[src/hw/rtl/sfpf_pkg.sv]
package sfpf_pkg;

	localparam int unsigned ByteW = 8;
	localparam int unsigned PosW  = 6;

	localparam logic [ByteW-1:0] FirstSyncRst  = 8'h81;
	localparam logic [ByteW-1:0] SecondSyncRst = 8'hA1;

	localparam logic CfgIdxFirstSync  = 1'b0;
	localparam logic CfgIdxSecondSync = 1'b1;

	typedef enum logic [5:0] {
		ST_HUNT  = 6'b000001,
		ST_SYNC2 = 6'b000010,
		ST_DATA  = 6'b000100,
		ST_CK0   = 6'b001000,
		ST_CK1   = 6'b010000,
		ST_EMIT  = 6'b100000
	} state_t;

	typedef struct packed {
		logic clear_sums;
		logic gather;
		logic clr_rd;
		logic rd_issue;
	} dp_cmd_t;

	typedef struct packed {
		logic sync1_hit;
		logic sync2_hit;
		logic ck0_hit;
		logic ck1_hit;
		logic data_last;
		logic rd_last;
		logic slot_free;
	} dp_status_t;

endpackage

[src/hw/rtl/sfpf_ram.sv]
module sfpf_ram #(
	parameter int unsigned WIDTH = 8,
	parameter int unsigned DEPTH = 32,
	localparam int unsigned AW = (DEPTH > 1) ? $clog2(DEPTH) : 1
) (
	input  logic                  clk,
	input  logic                  we,
	input  logic [AW-1:0]         waddr,
	input  logic [WIDTH-1:0]      wdata,
	input  logic                  re,
	input  logic [AW-1:0]         raddr,
	output logic [WIDTH-1:0]      rdata
);

	logic [WIDTH-1:0] mem_q [DEPTH];
	logic [WIDTH-1:0] rdata_q;

	always_ff @(posedge clk) begin
		if (we) begin
			mem_q[waddr] <= wdata;
		end
		if (re) begin
			rdata_q <= mem_q[raddr];
		end
	end

	assign rdata = rdata_q;

endmodule

[src/hw/rtl/sfpf_ctrl.sv]
module sfpf_ctrl (
	input  logic                clk,
	input  logic                arst_n,
	input  logic                in_valid,
	output logic                in_ready,
	input  sfpf_pkg::dp_status_t status,
	output sfpf_pkg::dp_cmd_t    cmd
);

	sfpf_pkg::state_t state_q, state_d;
	logic             fire;

	assign in_ready = (state_q != sfpf_pkg::ST_EMIT);
	assign fire     = in_valid && in_ready;

	always_comb begin
		state_d        = state_q;
		cmd.clear_sums = 1'b0;
		cmd.gather     = 1'b0;
		cmd.clr_rd     = 1'b0;
		cmd.rd_issue   = 1'b0;
		unique case (state_q)
			sfpf_pkg::ST_HUNT: begin
				if (fire && status.sync1_hit) begin
					state_d = sfpf_pkg::ST_SYNC2;
				end
			end
			sfpf_pkg::ST_SYNC2: begin
				if (fire) begin
					cmd.clear_sums = 1'b1;
					state_d = status.sync2_hit ? sfpf_pkg::ST_DATA : sfpf_pkg::ST_HUNT;
				end
			end
			sfpf_pkg::ST_DATA: begin
				if (fire) begin
					cmd.gather = 1'b1;
					if (status.data_last) begin
						state_d = sfpf_pkg::ST_CK0;
					end
				end
			end
			sfpf_pkg::ST_CK0: begin
				if (fire) begin
					state_d = status.ck0_hit ? sfpf_pkg::ST_CK1 : sfpf_pkg::ST_HUNT;
				end
			end
			sfpf_pkg::ST_CK1: begin
				if (fire) begin
					cmd.clr_rd = 1'b1;
					state_d = status.ck1_hit ? sfpf_pkg::ST_EMIT : sfpf_pkg::ST_HUNT;
				end
			end
			sfpf_pkg::ST_EMIT: begin
				// one stored byte read per free output slot
				if (status.slot_free) begin
					cmd.rd_issue = 1'b1;
					if (status.rd_last) begin
						state_d = sfpf_pkg::ST_HUNT;
					end
				end
			end
			default: begin
				state_d = sfpf_pkg::ST_HUNT;
			end
		endcase
	end

	always_ff @(posedge clk or negedge arst_n) begin
		if (!arst_n) begin
			state_q <= sfpf_pkg::ST_HUNT;
		end else begin
			state_q <= state_d;
		end
	end

endmodule

[src/hw/rtl/sfpf_dp.sv]
module sfpf_dp #(
	parameter int unsigned PAYLOAD_LEN = 32
) (
	input  logic                          clk,
	input  logic                          arst_n,
	input  logic                          cfg_we,
	input  logic                          cfg_index,
	input  logic [sfpf_pkg::ByteW-1:0]    cfg_data,
	input  logic [sfpf_pkg::ByteW-1:0]    rx_byte,
	input  sfpf_pkg::dp_cmd_t             cmd,
	output sfpf_pkg::dp_status_t          status,
	output logic                          out_valid,
	input  logic                          out_ready,
	output logic [sfpf_pkg::ByteW-1:0]    payload_byte,
	output logic [sfpf_pkg::PosW-1:0]     byte_position,
	output logic                          last_of_frame
);

	localparam int unsigned AW = (PAYLOAD_LEN > 1) ? $clog2(PAYLOAD_LEN) : 1;
	localparam logic [AW-1:0] LastIdx = AW'(PAYLOAD_LEN - 1);

	logic [sfpf_pkg::ByteW-1:0] first_sync_q, second_sync_q;
	logic [sfpf_pkg::ByteW-1:0] sum_low_q, sum_high_q, sum_low_nx;
	logic [AW-1:0]              wr_idx_q, rd_idx_q;
	logic                       out_valid_q, last_q;
	logic [sfpf_pkg::PosW-1:0]  pos_q;

	always_ff @(posedge clk or negedge arst_n) begin
		if (!arst_n) begin
			first_sync_q  <= sfpf_pkg::FirstSyncRst;
			second_sync_q <= sfpf_pkg::SecondSyncRst;
		end else if (cfg_we) begin
			unique case (cfg_index)
				sfpf_pkg::CfgIdxFirstSync:  first_sync_q  <= cfg_data;
				sfpf_pkg::CfgIdxSecondSync: second_sync_q <= cfg_data;
				default: ;
			endcase
		end
	end

	assign sum_low_nx = sum_low_q + rx_byte;

	always_ff @(posedge clk or negedge arst_n) begin
		if (!arst_n) begin
			sum_low_q  <= '0;
			sum_high_q <= '0;
			wr_idx_q   <= '0;
		end else if (cmd.clear_sums) begin
			sum_low_q  <= '0;
			sum_high_q <= '0;
			wr_idx_q   <= '0;
		end else if (cmd.gather) begin
			sum_low_q  <= sum_low_nx;
			sum_high_q <= sum_high_q + sum_low_nx;
			wr_idx_q   <= wr_idx_q + AW'(1);
		end
	end

	always_ff @(posedge clk or negedge arst_n) begin
		if (!arst_n) begin
			rd_idx_q <= '0;
		end else if (cmd.clr_rd) begin
			rd_idx_q <= '0;
		end else if (cmd.rd_issue) begin
			rd_idx_q <= rd_idx_q + AW'(1);
		end
	end

	sfpf_ram #(
		.WIDTH(sfpf_pkg::ByteW),
		.DEPTH(PAYLOAD_LEN)
	) u_store (
		.clk   (clk),
		.we    (cmd.gather),
		.waddr (wr_idx_q),
		.wdata (rx_byte),
		.re    (cmd.rd_issue),
		.raddr (rd_idx_q),
		.rdata (payload_byte)
	);

	// read data lands in the RAM output register alongside these
	always_ff @(posedge clk or negedge arst_n) begin
		if (!arst_n) begin
			out_valid_q <= 1'b0;
		end else if (cmd.rd_issue) begin
			out_valid_q <= 1'b1;
		end else if (out_ready) begin
			out_valid_q <= 1'b0;
		end
	end

	always_ff @(posedge clk) begin
		if (cmd.rd_issue) begin
			pos_q  <= sfpf_pkg::PosW'(rd_idx_q);
			last_q <= (rd_idx_q == LastIdx);
		end
	end

	assign out_valid     = out_valid_q;
	assign byte_position = pos_q;
	assign last_of_frame = last_q;

	assign status.sync1_hit = (rx_byte == first_sync_q);
	assign status.sync2_hit = (rx_byte == second_sync_q);
	assign status.ck0_hit   = (rx_byte == sum_low_q);
	assign status.ck1_hit   = (rx_byte == sum_high_q);
	assign status.data_last = (wr_idx_q == LastIdx);
	assign status.rd_last   = (rd_idx_q == LastIdx);
	assign status.slot_free = !out_valid_q || out_ready;

endmodule

[src/hw/rtl/sync_frame_parser_fletcher.sv]
// Sync-byte frame parser with an 8-bit Fletcher check.
// Input channel (in_valid/in_ready, rx_byte): one received byte per request,
// taken while the parser hunts, checks sync, gathers payload or checks the
// two sum bytes.
// Output channel (out_valid/out_ready): payload_byte, byte_position and
// last_of_frame for each byte of a frame whose checksum matched.
// After the second check byte matches, the stored payload is read out of the
// RAM one byte per cycle while the receiver does not stall, the rate set by
// the single RAM read port; each read lands in the output register. in_ready
// is low during this read-out; it rises again once the last byte has been
// read, even while that byte still waits. A stall on out_ready holds the
// output register and pauses the read-out. Failing frames produce nothing.
// Configuration (cfg_we, cfg_index, cfg_data): index 0 first sync value,
// index 1 second sync value; write only while idle.
// Reset: sync values 0x81 / 0xA1, parser hunting, sums zero, output empty.
module sync_frame_parser_fletcher #(
	parameter int unsigned PAYLOAD_LEN = 32
) (
	input  logic                       clk,
	input  logic                       arst_n,
	input  logic                       cfg_we,
	input  logic                       cfg_index,
	input  logic [sfpf_pkg::ByteW-1:0] cfg_data,
	input  logic                       in_valid,
	output logic                       in_ready,
	input  logic [sfpf_pkg::ByteW-1:0] rx_byte,
	output logic                       out_valid,
	input  logic                       out_ready,
	output logic [sfpf_pkg::ByteW-1:0] payload_byte,
	output logic [sfpf_pkg::PosW-1:0]  byte_position,
	output logic                       last_of_frame
);

	sfpf_pkg::dp_cmd_t    cmd;
	sfpf_pkg::dp_status_t status;

	sfpf_ctrl u_ctrl (
		.clk      (clk),
		.arst_n   (arst_n),
		.in_valid (in_valid),
		.in_ready (in_ready),
		.status   (status),
		.cmd      (cmd)
	);

	sfpf_dp #(
		.PAYLOAD_LEN(PAYLOAD_LEN)
	) u_dp (
		.clk           (clk),
		.arst_n        (arst_n),
		.cfg_we        (cfg_we),
		.cfg_index     (cfg_index),
		.cfg_data      (cfg_data),
		.rx_byte       (rx_byte),
		.cmd           (cmd),
		.status        (status),
		.out_valid     (out_valid),
		.out_ready     (out_ready),
		.payload_byte  (payload_byte),
		.byte_position (byte_position),
		.last_of_frame (last_of_frame)
	);

endmodule

[config.mk]
export PLATFORM = sky130hd
export DESIGN_NAME = sync_frame_parser_fletcher
export DESIGN_NICKNAME = d
export VERILOG_FILES = /design/src/hw/rtl/sfpf_pkg.sv /design/src/hw/rtl/sfpf_ram.sv /design/src/hw/rtl/sfpf_ctrl.sv /design/src/hw/rtl/sfpf_dp.sv /design/src/hw/rtl/sync_frame_parser_fletcher.sv
export SDC_FILE = /design/constraint.sdc
export NUM_CORES = 1
export LEC_CHECK = 0
export ABC_AREA = 1
export BUFFER_PORTS_ARGS = -buffer_cell sky130_fd_sc_hd__buf_2
export CAP_MARGIN = 40
export CORE_MARGIN = 3
export CORE_UTILIZATION = 25
export DETAILED_ROUTE_END_ITERATION = 16
export PLACE_DENSITY_LB_ADDON = 0.12
export SYNTH_ARGS = -nofsm -noshare
export SYNTH_HDL_FRONTEND = slang
export SYNTH_SLANG_ARGS = --single-unit
[constraint.sdc]
create_clock -name clk -period 2.8 [get_ports clk]
set_input_delay 0.14 -clock clk [delete_from_list [all_inputs] [get_ports clk]]
set_output_delay 0.14 -clock clk [all_outputs]
set_load 0.01 [all_outputs]
### Word-level counts from Yosys, hierarchy flattened

Memories as Yosys holds them, arrays and structs flattened. A register that Yosys moved wholly into a read port is not among the register bits.
Index checks and enable logic that the tools add are counted.

* register bits after elaboration: 55
* bits in latches: 0
* bits in writable memories: 256
* ROM bits: 0
* input bits: 22
* output and inout port bits: 17
* logic and storage cells: 77
* memories kept: 1

Memory list
* u_dp.u_store.mem_q: depth 32, width 8, read ports 1, clocked after Yosys merged registers in 1, write ports 1, line sfpf_ram.sv:15 `logic [WIDTH-1:0] mem_q [DEPTH];`

* add/subtract/negate cells: 4
* multipliers: 0
* divide/modulo/power cells: 0
* order comparisons: 0
* eq/ne operators: 21
* shifts and indexed selects: 0
* muxes and demuxes: 30
* bitwise logic cells: 1
* reductions and logical operators: 10

Operators with widths (count)
* 2-to-1 mux 6 bit: 9
* case mux 6 bit (6 select lines): 1
* == test 8 bit: 4
* 2-to-1 mux 8 bit: 4
* 2-to-1 mux 5 bit: 5
* adder 8 bit: 2
* adder 5 x 1 -> 5 bit, second input constant: 2
* == test 5 bit, second input constant: 2
* 2-to-1 mux 1 bit: 10
* != test 2 x 1 -> 1 bit, second input constant: 5
* AND reduction 8 bit: 1
* == test 6 x 1 -> 1 bit, second input constant: 1
* == test 6 x 2 -> 1 bit, second input constant: 1
* == test 6 x 3 -> 1 bit, second input constant: 1
* == test 6 x 4 -> 1 bit, second input constant: 1
* == test 6 x 5 -> 1 bit, second input constant: 1
* == test 6 bit, second input constant: 1
* != test 2 bit, second input constant: 3
* != test 6 bit, second input constant: 1
* nonzero test 2 bit: 3
* AND reduction 2 bit: 2
* 2-to-1 mux 3 bit: 1
* logical AND 1 bit: 2
* zero test 1 bit: 1
* other kinds (2): 2

### Longest topological paths before layout

Gate-level depths: netlist of the first run.

* depth after elaboration: 6
* mapped depth: 15
* depth with buffers taken out: 15

### Hierarchy

From an unflattened synthesis of the first run, not the netlist that was laid out.

* cell total of the unflattened synthesis: 1315
* area total of the unflattened synthesis: 14241.2 um2

By module, submodules not included
* sfpf_ram: instances 1, cells an instance 922, area an instance 10866.7 um2, seq. area each 7927.6 um2
* sfpf_dp: instances 1, cells an instance 314, area an instance 2802.7 um2, seq. area each 1262.5 um2
* sfpf_ctrl: instances 1, cells an instance 79, area an instance 571.8 um2, seq. area each 151.4 um2

### Least setup slack after synthesis of the first run

OpenSTA, ideal clock, no wires.

* path kind: flip-flop to flip-flop
* from: register u_dp.sum_low_q[2] in the netlist's numbering
* to: register u_dp.sum_high_q[6] in the netlist's numbering
* library setup time: 0.123 ns
* arrival: 2.167 ns
* data required time: 2.677 ns
* slack: 0.510 ns
* stages on the path, launching flop included: 14
* path buffers: 0
* period minus slack after synthesis: 2.290 ns
* cell sequence: dfrtp_1 > ha_1 > or2_2 > nand2_1 > xor2_1 > ha_1 > a21oi_1 > nand2_1 > nand2_1 > nand2_1 > nand2_1 > nand2_1 > o21ai_0 > nand2_1

* longest elaborated chain between the ends: 4

Ends and longest elaborated chain
* start, declared: line sfpf_dp.sv:23 `logic [sfpf_pkg::ByteW-1:0] sum_low_q, sum_high_q, sum_low_nx;`
* start signal, assigned: line sfpf_dp.sv:53 `sum_low_q <= sum_low_nx;`
* adder 8 bit: line sfpf_dp.sv:41 `assign sum_low_nx = sum_low_q + rx_byte;`
* adder 8 bit: line sfpf_dp.sv:54 `sum_high_q <= sum_high_q + sum_low_nx;`
* 2-to-1 mux 8 bit: line sfpf_dp.sv:52 `end else if (cmd.gather) begin`
* 2-to-1 mux 8 bit: line sfpf_dp.sv:48 `end else if (cmd.clear_sums) begin`
* end signal, assigned: line sfpf_dp.sv:54
* end, declared: line sfpf_dp.sv:23

Every way passes these cells. The select of a mux whose other input is x is not followed.
A chain may end at the register's enable or synchronous reset.

### Worst setup path after layout of the first run

Same ends and word-level chain as after synthesis.

==> results of run 1 <==
==> worst register-to-register path, cell delays in order (launching register included) <==
cell	delay [ps]
dfrtp_1	390
ha_1	330
or2_2	330
nand2_1	110
xor2_1	270
ha_1	350
a21oi_1	190
nand2_1	70
nand2_1	80
nand2_1	60
nand2_1	50
nand2_1	60
o21ai_0	150
nand2_1	70
==> worst max path at each step <==
stage / start / to / slack, ps
after floorplan: u_dp.sum_low_q[2]$_DFFE_PN0P_ / u_dp.sum_high_q[6]$_DFFE_PN0P_ / 510
after global placement: u_dp.sum_low_q[0]$_DFFE_PN0P_ / u_dp.sum_high_q[7]$_DFFE_PN0P_ / 250
after detailed placement: u_dp.sum_low_q[0]$_DFFE_PN0P_ / u_dp.sum_high_q[7]$_DFFE_PN0P_ / 240
after CTS: u_dp.sum_low_q[0]$_DFFE_PN0P_ / u_dp.sum_high_q[7]$_DFFE_PN0P_ / 210
after global routing: u_dp.sum_low_q[0]$_DFFE_PN0P_ / u_dp.sum_high_q[7]$_DFFE_PN0P_ / 10
final: u_dp.sum_low_q[2]$_DFFE_PN0P_ / u_dp.sum_high_q[6]$_DFFE_PN0P_ / 190
==> routing by layer <==
layer	wire length, µm	global-route usage	vias up	part of all wire
met1	19760	0.2022	4558	0.47
met3	1711	0.02776	61	0.041
li1	-	-	4471	-
met2	19280	0.2338	196	0.46
met5	0	0	-	0
met4	1287	0.04991	0	0.031
==> through the flow <==
stage	utilization	area [µm²]
floorplan	-	13740
global placement	0.2793	15120
detailed placement	0.2793	15120
CTS	0.3052	16520
global route	0.3054	16530
finish	0.3054	16530
==> kinds of logic after synthesis <==
family          Yosys count  share of synthesized area
buf+inv                 126                    0.03805
compound gates          221                    0.09232
xor+xnor                 27                    0.01721
other cells               1                  0.0002729
fa+ha+maj                23                    0.02203
simple gates            490                     0.1504
flops                   319                     0.6797
==> cells in the final DEF, fill, tap and decap left out, types with 20 or more instances in the layout <==
cell type,synthesis,routed
ha_1,21,20
edfxtp_1,270,270
a21oi_1,30,29
nor2_1,166,166
dfrtp_1,43,41
o221ai_1,28,28
o21ai_0,123,122
buf_4,3,60
clkbuf_16,0,42
buf_2,18,37
nand2_1,202,202
nand3_1,92,92
inv_1,66,65
==> power by group <==
group | total [mW] | internal (mW) | leakage, nW | switching (mW)
Sequential | 5.32 | 5.24 | 3.06 | 0.0791
Combinational | 0.913 | 0.275 | 2.46 | 0.638
Clock | 5.07 | 3.05 | 0.638 | 2.02
Total | 11.3 | 8.56 | 6.16 | 2.74
==> state kept, by name, summed over array words and instances (netlist names), 6 cells and up <==
signal and flops:
u_ctrl.state_q 6, u_dp.first_sync_q 8, u_dp.second_sync_q 8, u_dp.sum_high_q 8, u_dp.sum_low_q 8, u_dp.u_store.mem_q 256
u_dp.u_store.rdata 8
==> what timing repair did <==
action                                 CTS  global route
buffers inserted                         0             1
hold buffers                            12             0
resized for setup                        0             3
setup endpoints to repair                0             1
endpoints found under the hold margin   62             0
==> area by class of cell <==
cell class | count | share of cell area
Tap cell | 696 | 0.05267
Clock buffer | 52 | 0.06644
Sequential cell | 319 | 0.5653
Multi-Input combinational cell | 762 | 0.2350
Inverter | 72 | 0.01650
Timing Repair Buffer | 115 | 0.05297
Clock inverter | 20 | 0.01120
==> flow_metrics.env, run 1 <==
export IMPL_path_delay_family="simple AND/OR/NAND/NOR gates"
export IMPL_cts_buffer_depth=3
export IMPL_hp_start="in_valid"
export IMPL_io_buffers=37
export IMPL_worst_pin_slew_ps=641.7
export IMPL_die_width_um=240.5
export IMPL_track_usage=0.1472
export IMPL_synth_top_area_frac=0.5899
export IMPL_p_total_mw=11.30
export IMPL_total_leakage_power_nw=6.156
export IMPL_worstReg2RegEnd="u_dp.sum_high_q[6]$_DFFE_PN0P_"
export IMPL_ys_types=39
export IMPL_async_flop_share=0.1536
export IMPL_crit_type="flip-flop to flip-flop"
export IMPL_status="complete, no violations"
export IMPL_grt_pass1_wl_mm=62.24
export IMPL_boundaryPins=39
export IMPL_rows=85
export IMPL_cap_viol_max_count=0
export IMPL_viasPerCell=4.561
export IMPL_cpMostUsedCell="nand2_1"
export IMPL_vias=9286
export IMPL_max_freq_ghz=0.3825
export IMPL_routed_wl_mm=42.04
export IMPL_gp_congestion=0.7973
export IMPL_drcViolationCount=0
export IMPL_grt_max_degree=81
export IMPL_synth_main_ff_cell="edfxtp_1"
export IMPL_worstPathRequired_ps=3240
export IMPL_setup_viol=0
export IMPL_die_y_um=240.5
export IMPL_synth_area_leaders="edfxtp_1 (59%), dfrtp_1 (7.8%), nand2_1 (5.5%)"
export IMPL_r2r_start="u_dp.sum_low_q[2]$_DFFE_PN0P_"
export IMPL_synth_nets=1252
export IMPL_fin_ws_ps=185.6
export IMPL_overflow=0
export IMPL_place_ws_ps=244.7
export IMPL_crit_path_cell_trace="ha_1 -> or2_2 -> nand2_1 -> xor2_1 -> ha_1 -> a21oi_1 -> nand2_1 -> nand2_1 -> nand2_1 -> nand2_1 -> nand2_1 -> o21ai_0 -> nand2_1"
export IMPL_drt_iter0_markers=730
export IMPL_hold_depth=4
export IMPL_worst_path_stages=13
export IMPL_multi_input_area_um2=3885
export IMPL_firstDrtPassIters=5
export IMPL_ys_warnings_count=0
export IMPL_path_clk_slew_ps=60
export IMPL_min_to="u_ctrl.state_q[4]$_DFFE_PN0P_"
export IMPL_clock_sinks=319
export IMPL_synth_top_area_cell="edfxtp_1"
export IMPL_stdcell_count=2036
export IMPL_final_nets=1355
export IMPL_h_tree_depth=2
export IMPL_diodes=0
export IMPL_slowest_stage="dfrtp_1"
export IMPL_postSynthAreaPerCell_um2=11.39
export IMPL_ant_nets=0
export IMPL_fillers=5520
export IMPL_synth_seq_area_share=0.6797
export IMPL_die_area_um2=57820
export IMPL_cts_root_buffer="clkbuf_16"
export IMPL_slew_violations=0
export IMPL_clock_latency_ps=560
export IMPL_numCtsBuffers=40
export IMPL_synthCells=1207
export IMPL_syn_area_um2=13740
export IMPL_worstPathMaxFanout=5
export IMPL_final_hold_viol_count=0
export IMPL_design_core_area_um2=54130
export IMPL_rr_worst_depth=13
export IMPL_regToRegSetupSlack_ps=190
export IMPL_synthTopCellsByCount="edfxtp_1 (270), nand2_1 (202), nor2_1 (166)"
export IMPL_skew_ps=20.69
export IMPL_seq_area_um2=9346
export IMPL_critical_path_endpoint_type="flip-flop"
export IMPL_min_period_ps=2614
export IMPL_placed_cells=1951
export IMPL_holdWs_ps=27.56
export IMPL_worst_hold_path_type="input pin to flip-flop"
export IMPL_wl_per_cell_um=20.65
export IMPL_cp_start_kind="flip-flop"
export IMPL_powerDensity_nw_per_um2=683.3
export IMPL_grt_setup_unrepaired="false"
export IMPL_cp_buffers_inverters=0
export IMPL_ir_worst_vdd_mv=0.4452
export IMPL_fin_tns_setup_ps=0
export IMPL_critPathArrivalTime_ps=3050
export IMPL_synth_seq_cells=319
export IMPL_grt_antenna_before_repair=1
export IMPL_final_layout_size_suffix_gt1_frac=0.1403
export IMPL_cts_tree="done"
export IMPL_synth_edf_count=270
export IMPL_initial_core_util=0.2539
export IMPL_yosysMostFrequentCell="edfxtp_1"
export IMPL_grt_pass1_vias=9257
export IMPL_crit_path_max_incr_delay_ps=390
export IMPL_relSlewSlack=0.5717
export IMPL_finalCritPeriodShare=0.9337
export IMPL_area_growth_pct=20.31
export IMPL_post_dp_hpwl_mm=27.35
Note: power is estimated with default switching activity, not from simulation.
==> inputs of run 2 (changes only) <==
--- a/config.mk
+++ b/config.mk
@@ -5,7 +5,6 @@
 export SDC_FILE = /design/constraint.sdc
 export NUM_CORES = 1
 export LEC_CHECK = 0
-export ABC_AREA = 1
 export BUFFER_PORTS_ARGS = -buffer_cell sky130_fd_sc_hd__buf_2
 export CAP_MARGIN = 40
 export CORE_MARGIN = 3
==> run 2 against run 1 <==
The flow now finishes with violations (setup timing). Area after synthesis down 3.5%. Sequential power down 1%. Sequential cell count unchanged. Final cell count down 24%. Worst setup slack worse by 360 ps. Die area down 3.4%. Critical path depth unchanged. Routed wire length down 17%. Register-to-register slack worse by 360 ps. Synthesized cell count down 42%. First-iteration DRC count down 39%. Critical endpoint is now u_dp.sum_high_q[7]$_DFFE_PN0P_. Largest cell class unchanged.
==> flow_metrics.env, run 2 <==
export IMPL_grt_pass1_vias=7594
export IMPL_placed_area_um2=14860
export IMPL_rr_worst_depth=13
export IMPL_critPathArrivalTime_ps=3410
export IMPL_placed_cells=1462
export IMPL_h_tree_depth=2
export IMPL_relSlewSlack=0.4893
export IMPL_synth_area_leaders="edfxtp_1 (61%), mux4_2 (14%), dfrtp_1 (8.1%)"
export IMPL_ys_warnings_count=0
export IMPL_power_switching_mw=2.307
export IMPL_design_core_area_um2=51920
export IMPL_share_comb_of_total_power=0.045
export IMPL_die_area_um2=55840
export IMPL_postSynthAreaPerCell_um2=19.00
export IMPL_cts_tree="done"
export IMPL_crit_path_cell_trace="ha_2 -> fa_2 -> a21o_1 -> a21oi_2 -> o21bai_1 -> a21oi_1 -> xnor2_1 -> ha_1 -> nor2_1 -> nor2_1 -> a22o_1 -> a31o_2 -> mux2_2"
export IMPL_synthCells=698
export IMPL_viasPerCell=4.468
export IMPL_async_flop_share=0.1536
export IMPL_post_dp_hpwl_mm=23.73
export IMPL_fin_ws_ps=-178.9
export IMPL_crit_path_max_incr_delay_ps=390
export IMPL_cts_root_buffer="clkbuf_16"
export IMPL_die_y_um=236.3
export IMPL_setup_viol=1
export IMPL_final_nets=881
export IMPL_stdcell_count=1545
export IMPL_synthTopCellsByCount="edfxtp_1 (270), mux4_2 (80), nor2_1 (50)"
export IMPL_regToRegSetupSlack_ps=-180
export IMPL_synth_seq_area_share=0.7045
export IMPL_cts_buffer_depth=3
export IMPL_power_internal_mw=8.544
export IMPL_total_leakage_power_nw=5.596
export IMPL_clock_latency_ps=560
export IMPL_violations="setup timing"
export IMPL_grt_pass1_wl_mm=52.21
export IMPL_min_period_ps=2979
export IMPL_r2r_start="u_dp.sum_low_q[0]$_DFFE_PN0P_"
export IMPL_finalCritPeriodShare=1.064
export IMPL_final_common_cell="edfxtp_1"
export IMPL_yosysMostFrequentCell="edfxtp_1"
export IMPL_ys_types=49
export IMPL_synth_top_area_frac=0.6115
export IMPL_cap_viol_max_count=0
export IMPL_grt_max_degree=40
export IMPL_worst_hold_path_type="input pin to flip-flop"
export IMPL_gr_usage_met3=0.02666
export IMPL_rows=83
export IMPL_vias=6903
export IMPL_syn_area_um2=13260
export IMPL_boundaryPins=39
export IMPL_use_met1=0.1806
export IMPL_gp_congestion=0.7539
export IMPL_cpMostUsedCell="nor2_1"
export IMPL_final_layout_size_suffix_gt1_frac=0.3526
export IMPL_skew_ps=21.00
export IMPL_slew_violations=0
export IMPL_wl_per_cell_um=22.67
export IMPL_synth_seq_cells=319
export IMPL_synth_edf_count=270
export IMPL_synth_top_area_cell="edfxtp_1"
export IMPL_grt_antenna_before_repair=3
export IMPL_ir_worst_vdd_mv=0.3638
export IMPL_drcViolationCount=0
export IMPL_numCtsBuffers=39
export IMPL_worst_pin_slew_ps=764.5
export IMPL_final_hold_viol_count=0
export IMPL_max_freq_ghz=0.3357
export IMPL_area_growth_pct=23.19
export IMPL_min_to="u_dp.u_store.mem_q[10][7]$_DFFE_PP_"
export IMPL_crit_type="flip-flop to flip-flop"
export IMPL_path_clk_slew_ps=60
export IMPL_initial_core_util=0.2553
export IMPL_top_usage_layer="met2"
export IMPL_track_usage=0.1273
export IMPL_status="finished, violations left"
export IMPL_grt_setup_unrepaired="true"
export IMPL_critical_path_endpoint_type="flip-flop"
export IMPL_routed_wl_mm=35.03
export IMPL_worstPathRequired_ps=3230
export IMPL_clock_power_share=0.471
export IMPL_io_buffers=37
export IMPL_hold_depth=1
export IMPL_design_area_um2=16330
export IMPL_firstDrtPassIters=4
export IMPL_clock_sinks=319
export IMPL_synth_main_ff_cell="edfxtp_1"
export IMPL_worstReg2RegEnd="u_dp.sum_high_q[7]$_DFFE_PN0P_"
export IMPL_hp_start="rx_byte[7]"
export IMPL_ant_nets=0
export IMPL_powerDensity_nw_per_um2=664.4
export IMPL_regMostFlops="u_dp.u_store.mem_q"
export IMPL_overflow=0
export IMPL_synth_nets=743
export IMPL_worstPathMaxFanout=2
export IMPL_gr_usage_met2=0.2005
export IMPL_cp_start_kind="flip-flop"
export IMPL_die_width_um=236.3
export IMPL_final_cell_mix="edfxtp_1 (270), mux4_2 (80), buf_4 (70)"
export IMPL_drt_iter0_markers=445
export IMPL_diodes=0
export IMPL_seqPwrFrac=0.484
export IMPL_slowest_stage="dfrtp_1"
export IMPL_switching_share=0.2126
export IMPL_largest_reg_flops=256
run 2: changes by cell type in the layout (fill, tap and decap cells not counted), sizes merged, moves of 62 or more:
cell   delta
nand3    -86
inv      -62
nor2    -121
mux4     +80
nand2   -187
o21ai   -126
run 2: final cells by class:
type	count	area, µm²
multi-input cells	342	3791
fillers	5038	35590
inverters	6	22.52
repair buffers	128	1023
clock inverters	20	240.2
flip-flops and latches	319	9346
well taps	680	850.8
clock buffers	50	1059
run 2: kinds of logic after synthesis:
group	synth area share
buffers and inverters	0.01444
xor gates and xnor gates	0.02510
muxes	0.1602
DFF	0.7045
AOI/OAI and AO/OA	0.03209
and+or+nand+nor	0.04048
adders and majority gates	0.02284
other	0.0002828
run 2: worst max path at each step:
stage	startpoint	endpoint
floorplan	u_dp.sum_low_q[0]$_DFFE_PN0P_	u_dp.sum_high_q[7]$_DFFE_PN0P_
finish	u_dp.sum_low_q[0]$_DFFE_PN0P_	u_dp.sum_high_q[7]$_DFFE_PN0P_
CTS	u_dp.sum_low_q[0]$_DFFE_PN0P_	u_dp.sum_high_q[7]$_DFFE_PN0P_
detailed placement	u_dp.sum_low_q[0]$_DFFE_PN0P_	u_dp.sum_high_q[7]$_DFFE_PN0P_
global route	u_dp.sum_low_q[0]$_DFFE_PN0P_	u_dp.sum_high_q[7]$_DFFE_PN0P_
global placement	u_dp.sum_low_q[0]$_DFFE_PN0P_	u_dp.sum_high_q[7]$_DFFE_PN0P_
run 2: metrics by stage:
step	setup slack [ps]	hold WS, ps	TNS, ps	util	power [mW]
final	-178.9	20.13	-178.9	0.3146	10.85
after global routing	-305.0	10.30	-522.5	0.3146	11.23
after CTS	-164.4	2.209	-164.4	0.3135	11.02
after detailed placement	-142.4	128.0	-1188	0.2861	5.836
after global placement	-139.9	309.3	-682.5	0.2844	5.804
after floorplan	18.32	-155.6	0	-	5.594
run 2: layer usage:
layer	share of wire	up-vias
met5	0.00049	-
met4	0.017	2
met3	0.060	42
met2	0.47	133
met1	0.46	3629
li1	-	3097
run 2: power groups by stage:
stage	sequential, mW	combinational, mW	clock [mW]
final	5.26	0.483	5.11
after floorplan	5.34	0.251	0
after CTS	5.26	0.496	5.26
after global routing	5.26	0.536	5.43
after detailed placement	5.35	0.482	0
after global placement	5.35	0.453	0
run 2: worst max-delay path, delay by kind of cell (launching register included):
kind	cells	cell delay, ps
flip-flops	1	390
multiplexers	1	250
AO/OA/AOI/OAI	6	1020
AND/OR/NAND/NOR	2	200
adder cells (fa/ha/maj)	3	820
XOR/XNOR	1	170
run 2: what timing repair did:
item,in CTS,in global routing
gates resized for setup,3,15
hold buffers,11,0
cloned,0,0
endpoints found under the hold margin,54,0
pin swaps,1,4
setup endpoints to repair,18,71
buffers inserted,1,1
==> inputs of run 3 (changes only) <==
--- a/config.mk
+++ b/config.mk
@@ -5,12 +5,12 @@
 export SDC_FILE = /design/constraint.sdc
 export NUM_CORES = 1
 export LEC_CHECK = 0
-export BUFFER_PORTS_ARGS = -buffer_cell sky130_fd_sc_hd__buf_2
 export CAP_MARGIN = 40
 export CORE_MARGIN = 3
 export CORE_UTILIZATION = 25
 export DETAILED_ROUTE_END_ITERATION = 16
-export PLACE_DENSITY_LB_ADDON = 0.12
+export DONT_BUFFER_PORTS = 1
+export PLACE_DENSITY = 0.48
 export SYNTH_ARGS = -nofsm -noshare
 export SYNTH_HDL_FRONTEND = slang
 export SYNTH_SLANG_ARGS = --single-unit
==> run 3 against run 2 <==
Via count decreased by 0.56%. Cell area down 2.0%. Highest routed layer is now met4. Count of clock-buffer cells in the layout grew 1. Sequential cell count unchanged. The flow finishes with violations (hold timing, setup timing). Critical path type unchanged. First-iteration DRC count increased by 4.7%. Critical endpoint unchanged. Utilization decreased by 0.62 points.
==> flow_metrics.env, run 3 (synthesis gave the netlist of run 2 again) <==
export IMPL_status="finished, violations left"
export IMPL_violations="hold timing, setup timing"
export IMPL_viasPerCell=4.564
export IMPL_skew_ps=16.32
export IMPL_final_util=0.3083
export IMPL_cp_buffers_inverters=0
export IMPL_cts_root_buffer="clkbuf_16"
export IMPL_final_nets=842
export IMPL_cts_hold_buf=27
export IMPL_slew_violations=0
export IMPL_setup_viol=1
export IMPL_finalCritPeriodShare=1.035
export IMPL_boundaryPins=39
export IMPL_clock_power_share=0.439
export IMPL_crit_path_cell_trace="ha_2 -> fa_2 -> a21o_1 -> a21oi_2 -> o21bai_1 -> a21oi_2 -> xnor2_2 -> ha_1 -> nor2_1 -> nor2_1 -> a22o_1 -> a31o_2 -> mux2_4"
export IMPL_seqPwrFrac=0.517
export IMPL_final_hold_viol_count=32
export IMPL_fillers=5087
export IMPL_design_area_um2=16010
export IMPL_seq_area_um2=9346
export IMPL_max_freq_ghz=0.3451
export IMPL_post_dp_hpwl_mm=19.34
export IMPL_largest_reg_flops=256
export IMPL_cts_buffer_depth=3
export IMPL_wl_per_cell_um=21.43
export IMPL_share_comb_of_total_power=0.044
export IMPL_multi_input_area_um2=3779
export IMPL_worst_hold_path_type="input pin to flip-flop"
export IMPL_grt_antenna_before_repair=4
export IMPL_r2r_start="u_dp.sum_low_q[0]$_DFFE_PN0P_"
export IMPL_power_switching_mw=2.130
export IMPL_cp_start_kind="flip-flop"
export IMPL_regMostFlops="u_dp.u_store.mem_q"
export IMPL_path_delay_family="compound AO/OA/AOI/OAI gates"
export IMPL_vias=6864
export IMPL_numCtsBuffers=36
export IMPL_power_internal_mw=8.037
export IMPL_hold_depth=0
export IMPL_cap_viol_max_count=0
export IMPL_die_y_um=236.3
export IMPL_clock_latency_ps=530
export IMPL_worstPathRequired_ps=3200
export IMPL_track_usage=0.1158
export IMPL_ir_worst_vdd_mv=0.3259
export IMPL_rr_worst_depth=13
export IMPL_final_common_cell="edfxtp_1"
export IMPL_fin_tns_setup_ps=-97.33
export IMPL_worst_pin_slew_ps=789.0
export IMPL_relSlewSlack=0.4729
export IMPL_grt_setup_unrepaired="true"
export IMPL_routed_wl_mm=32.24
export IMPL_initial_core_util=0.2553
export IMPL_crit_type="flip-flop to flip-flop"
export IMPL_slowest_stage="dfrtp_1"
export IMPL_drcViolationCount=0
export IMPL_rows=83
export IMPL_powerDensity_nw_per_um2=635.0
export IMPL_h_tree_depth=2
export IMPL_ant_nets=0
export IMPL_design_core_area_um2=51920
export IMPL_switching_share=0.2095
export IMPL_final_layout_size_suffix_gt1_frac=0.3001
export IMPL_min_to="u_dp.u_store.mem_q[30][1]$_DFFE_PP_"
export IMPL_fin_ws_ps=-97.33
export IMPL_p_total_mw=10.17
export IMPL_crit_path_max_incr_delay_ps=380
export IMPL_hp_start="rx_byte[1]"
export IMPL_cts_tree="done"
export IMPL_io_buffers=0
export IMPL_final_cell_mix="edfxtp_1 (270), mux4_2 (80), buf_4 (60)"
export IMPL_grt_pass1_wl_mm=48.64
export IMPL_grt_max_degree=50
export IMPL_critical_path_endpoint_type="flip-flop"
export IMPL_clock_sinks=319
export IMPL_overflow=0
export IMPL_gp_congestion=0.7186
export IMPL_grt_pass1_vias=7169
export IMPL_worstPathMaxFanout=2
export IMPL_holdWs_ps=-241.3
export IMPL_total_leakage_power_nw=5.394
export IMPL_regToRegSetupSlack_ps=-100
export IMPL_min_period_ps=2897
export IMPL_drt_iter0_markers=466
export IMPL_die_width_um=236.3
export IMPL_die_area_um2=55840
export IMPL_path_clk_slew_ps=60
export IMPL_firstDrtPassIters=5
export IMPL_critPathArrivalTime_ps=3290
export IMPL_placed_area_um2=14470
export IMPL_worstReg2RegEnd="u_dp.sum_high_q[7]$_DFFE_PN0P_"
export IMPL_area_growth_pct=20.75
## run 3: cell count changes in the layout (fill, tap and decap cells not counted), sizes merged
cell | before | now
clkbuf | 50 | 51
diode | 0 | 1
buf | 117 | 74
clkinv | 12 | 8
dlygate4sd3 | 11 | 18
bufinv | 5 | 2
## run 3: per-stage QoR
step / setup slack [ps] / cells
2_1_floorplan: 18.32 / 698
3_3_place_gp: -81.00 / 1407
3_5_place_dp: -69.27 / 1408
4_1_cts: -59.36 / 1502
5_1_grt: -249.1 / 1503
6_report: -97.33 / 1504
## run 3: timing repair
action / 4_1_cts / 5_1_grt
setup buffers: 3 / 1
gates resized for setup: 2 / 9
pin swaps: 6 / 5
setup endpoints to repair: 1 / 260
endpoints found under the hold margin: 332 / 32
## run 3: area by class of cell
cell class | instances | area share
tap | 680 | 0.05314
clock buffer | 51 | 0.06111
multi-input combinational | 342 | 0.2360
sequential | 319 | 0.5838
clock inverter | 13 | 0.007580
antenna | 1 | 0.0001563
inverter | 6 | 0.001407
timing repair buffer | 92 | 0.05681
## run 3: power by group through the flow
stage               combinational [mW]  clock, mW  sequential (mW)
floorplan                        0.251          0             5.34
global placement                 0.304          0             5.35
detailed placement               0.310          0             5.35
CTS                              0.452       4.60             5.25
global route                     0.505       4.79             5.26
finish                           0.450       4.46             5.26
## run 3: worst max-delay path by stage
stage,end,from,cells after the start,slack (ps)
6_report,u_dp.sum_high_q[7]$_DFFE_PN0P_,u_dp.sum_low_q[0]$_DFFE_PN0P_,13,-100
2_1_floorplan,u_dp.sum_high_q[7]$_DFFE_PN0P_,u_dp.sum_low_q[0]$_DFFE_PN0P_,13,20
3_5_place_dp,u_dp.sum_high_q[7]$_DFFE_PN0P_,u_dp.sum_low_q[0]$_DFFE_PN0P_,13,-70
3_3_place_gp,u_dp.sum_high_q[7]$_DFFE_PN0P_,u_dp.sum_low_q[0]$_DFFE_PN0P_,13,-80
5_1_grt,u_dp.sum_high_q[7]$_DFFE_PN0P_,u_dp.sum_low_q[0]$_DFFE_PN0P_,13,-250
4_1_cts,u_dp.sum_high_q[7]$_DFFE_PN0P_,u_dp.sum_low_q[0]$_DFFE_PN0P_,13,-60
## run 3: routing by layer
metal | GRT usage | vias up | share of wire
met3 | 0.02432 | 41 | 0.054
met2 | 0.1752 | 168 | 0.45
met4 | 0.02382 | 0 | 0.015
met1 | 0.1717 | 3638 | 0.48
met5 | 0 | - | 0
li1 | - | 3017 | -
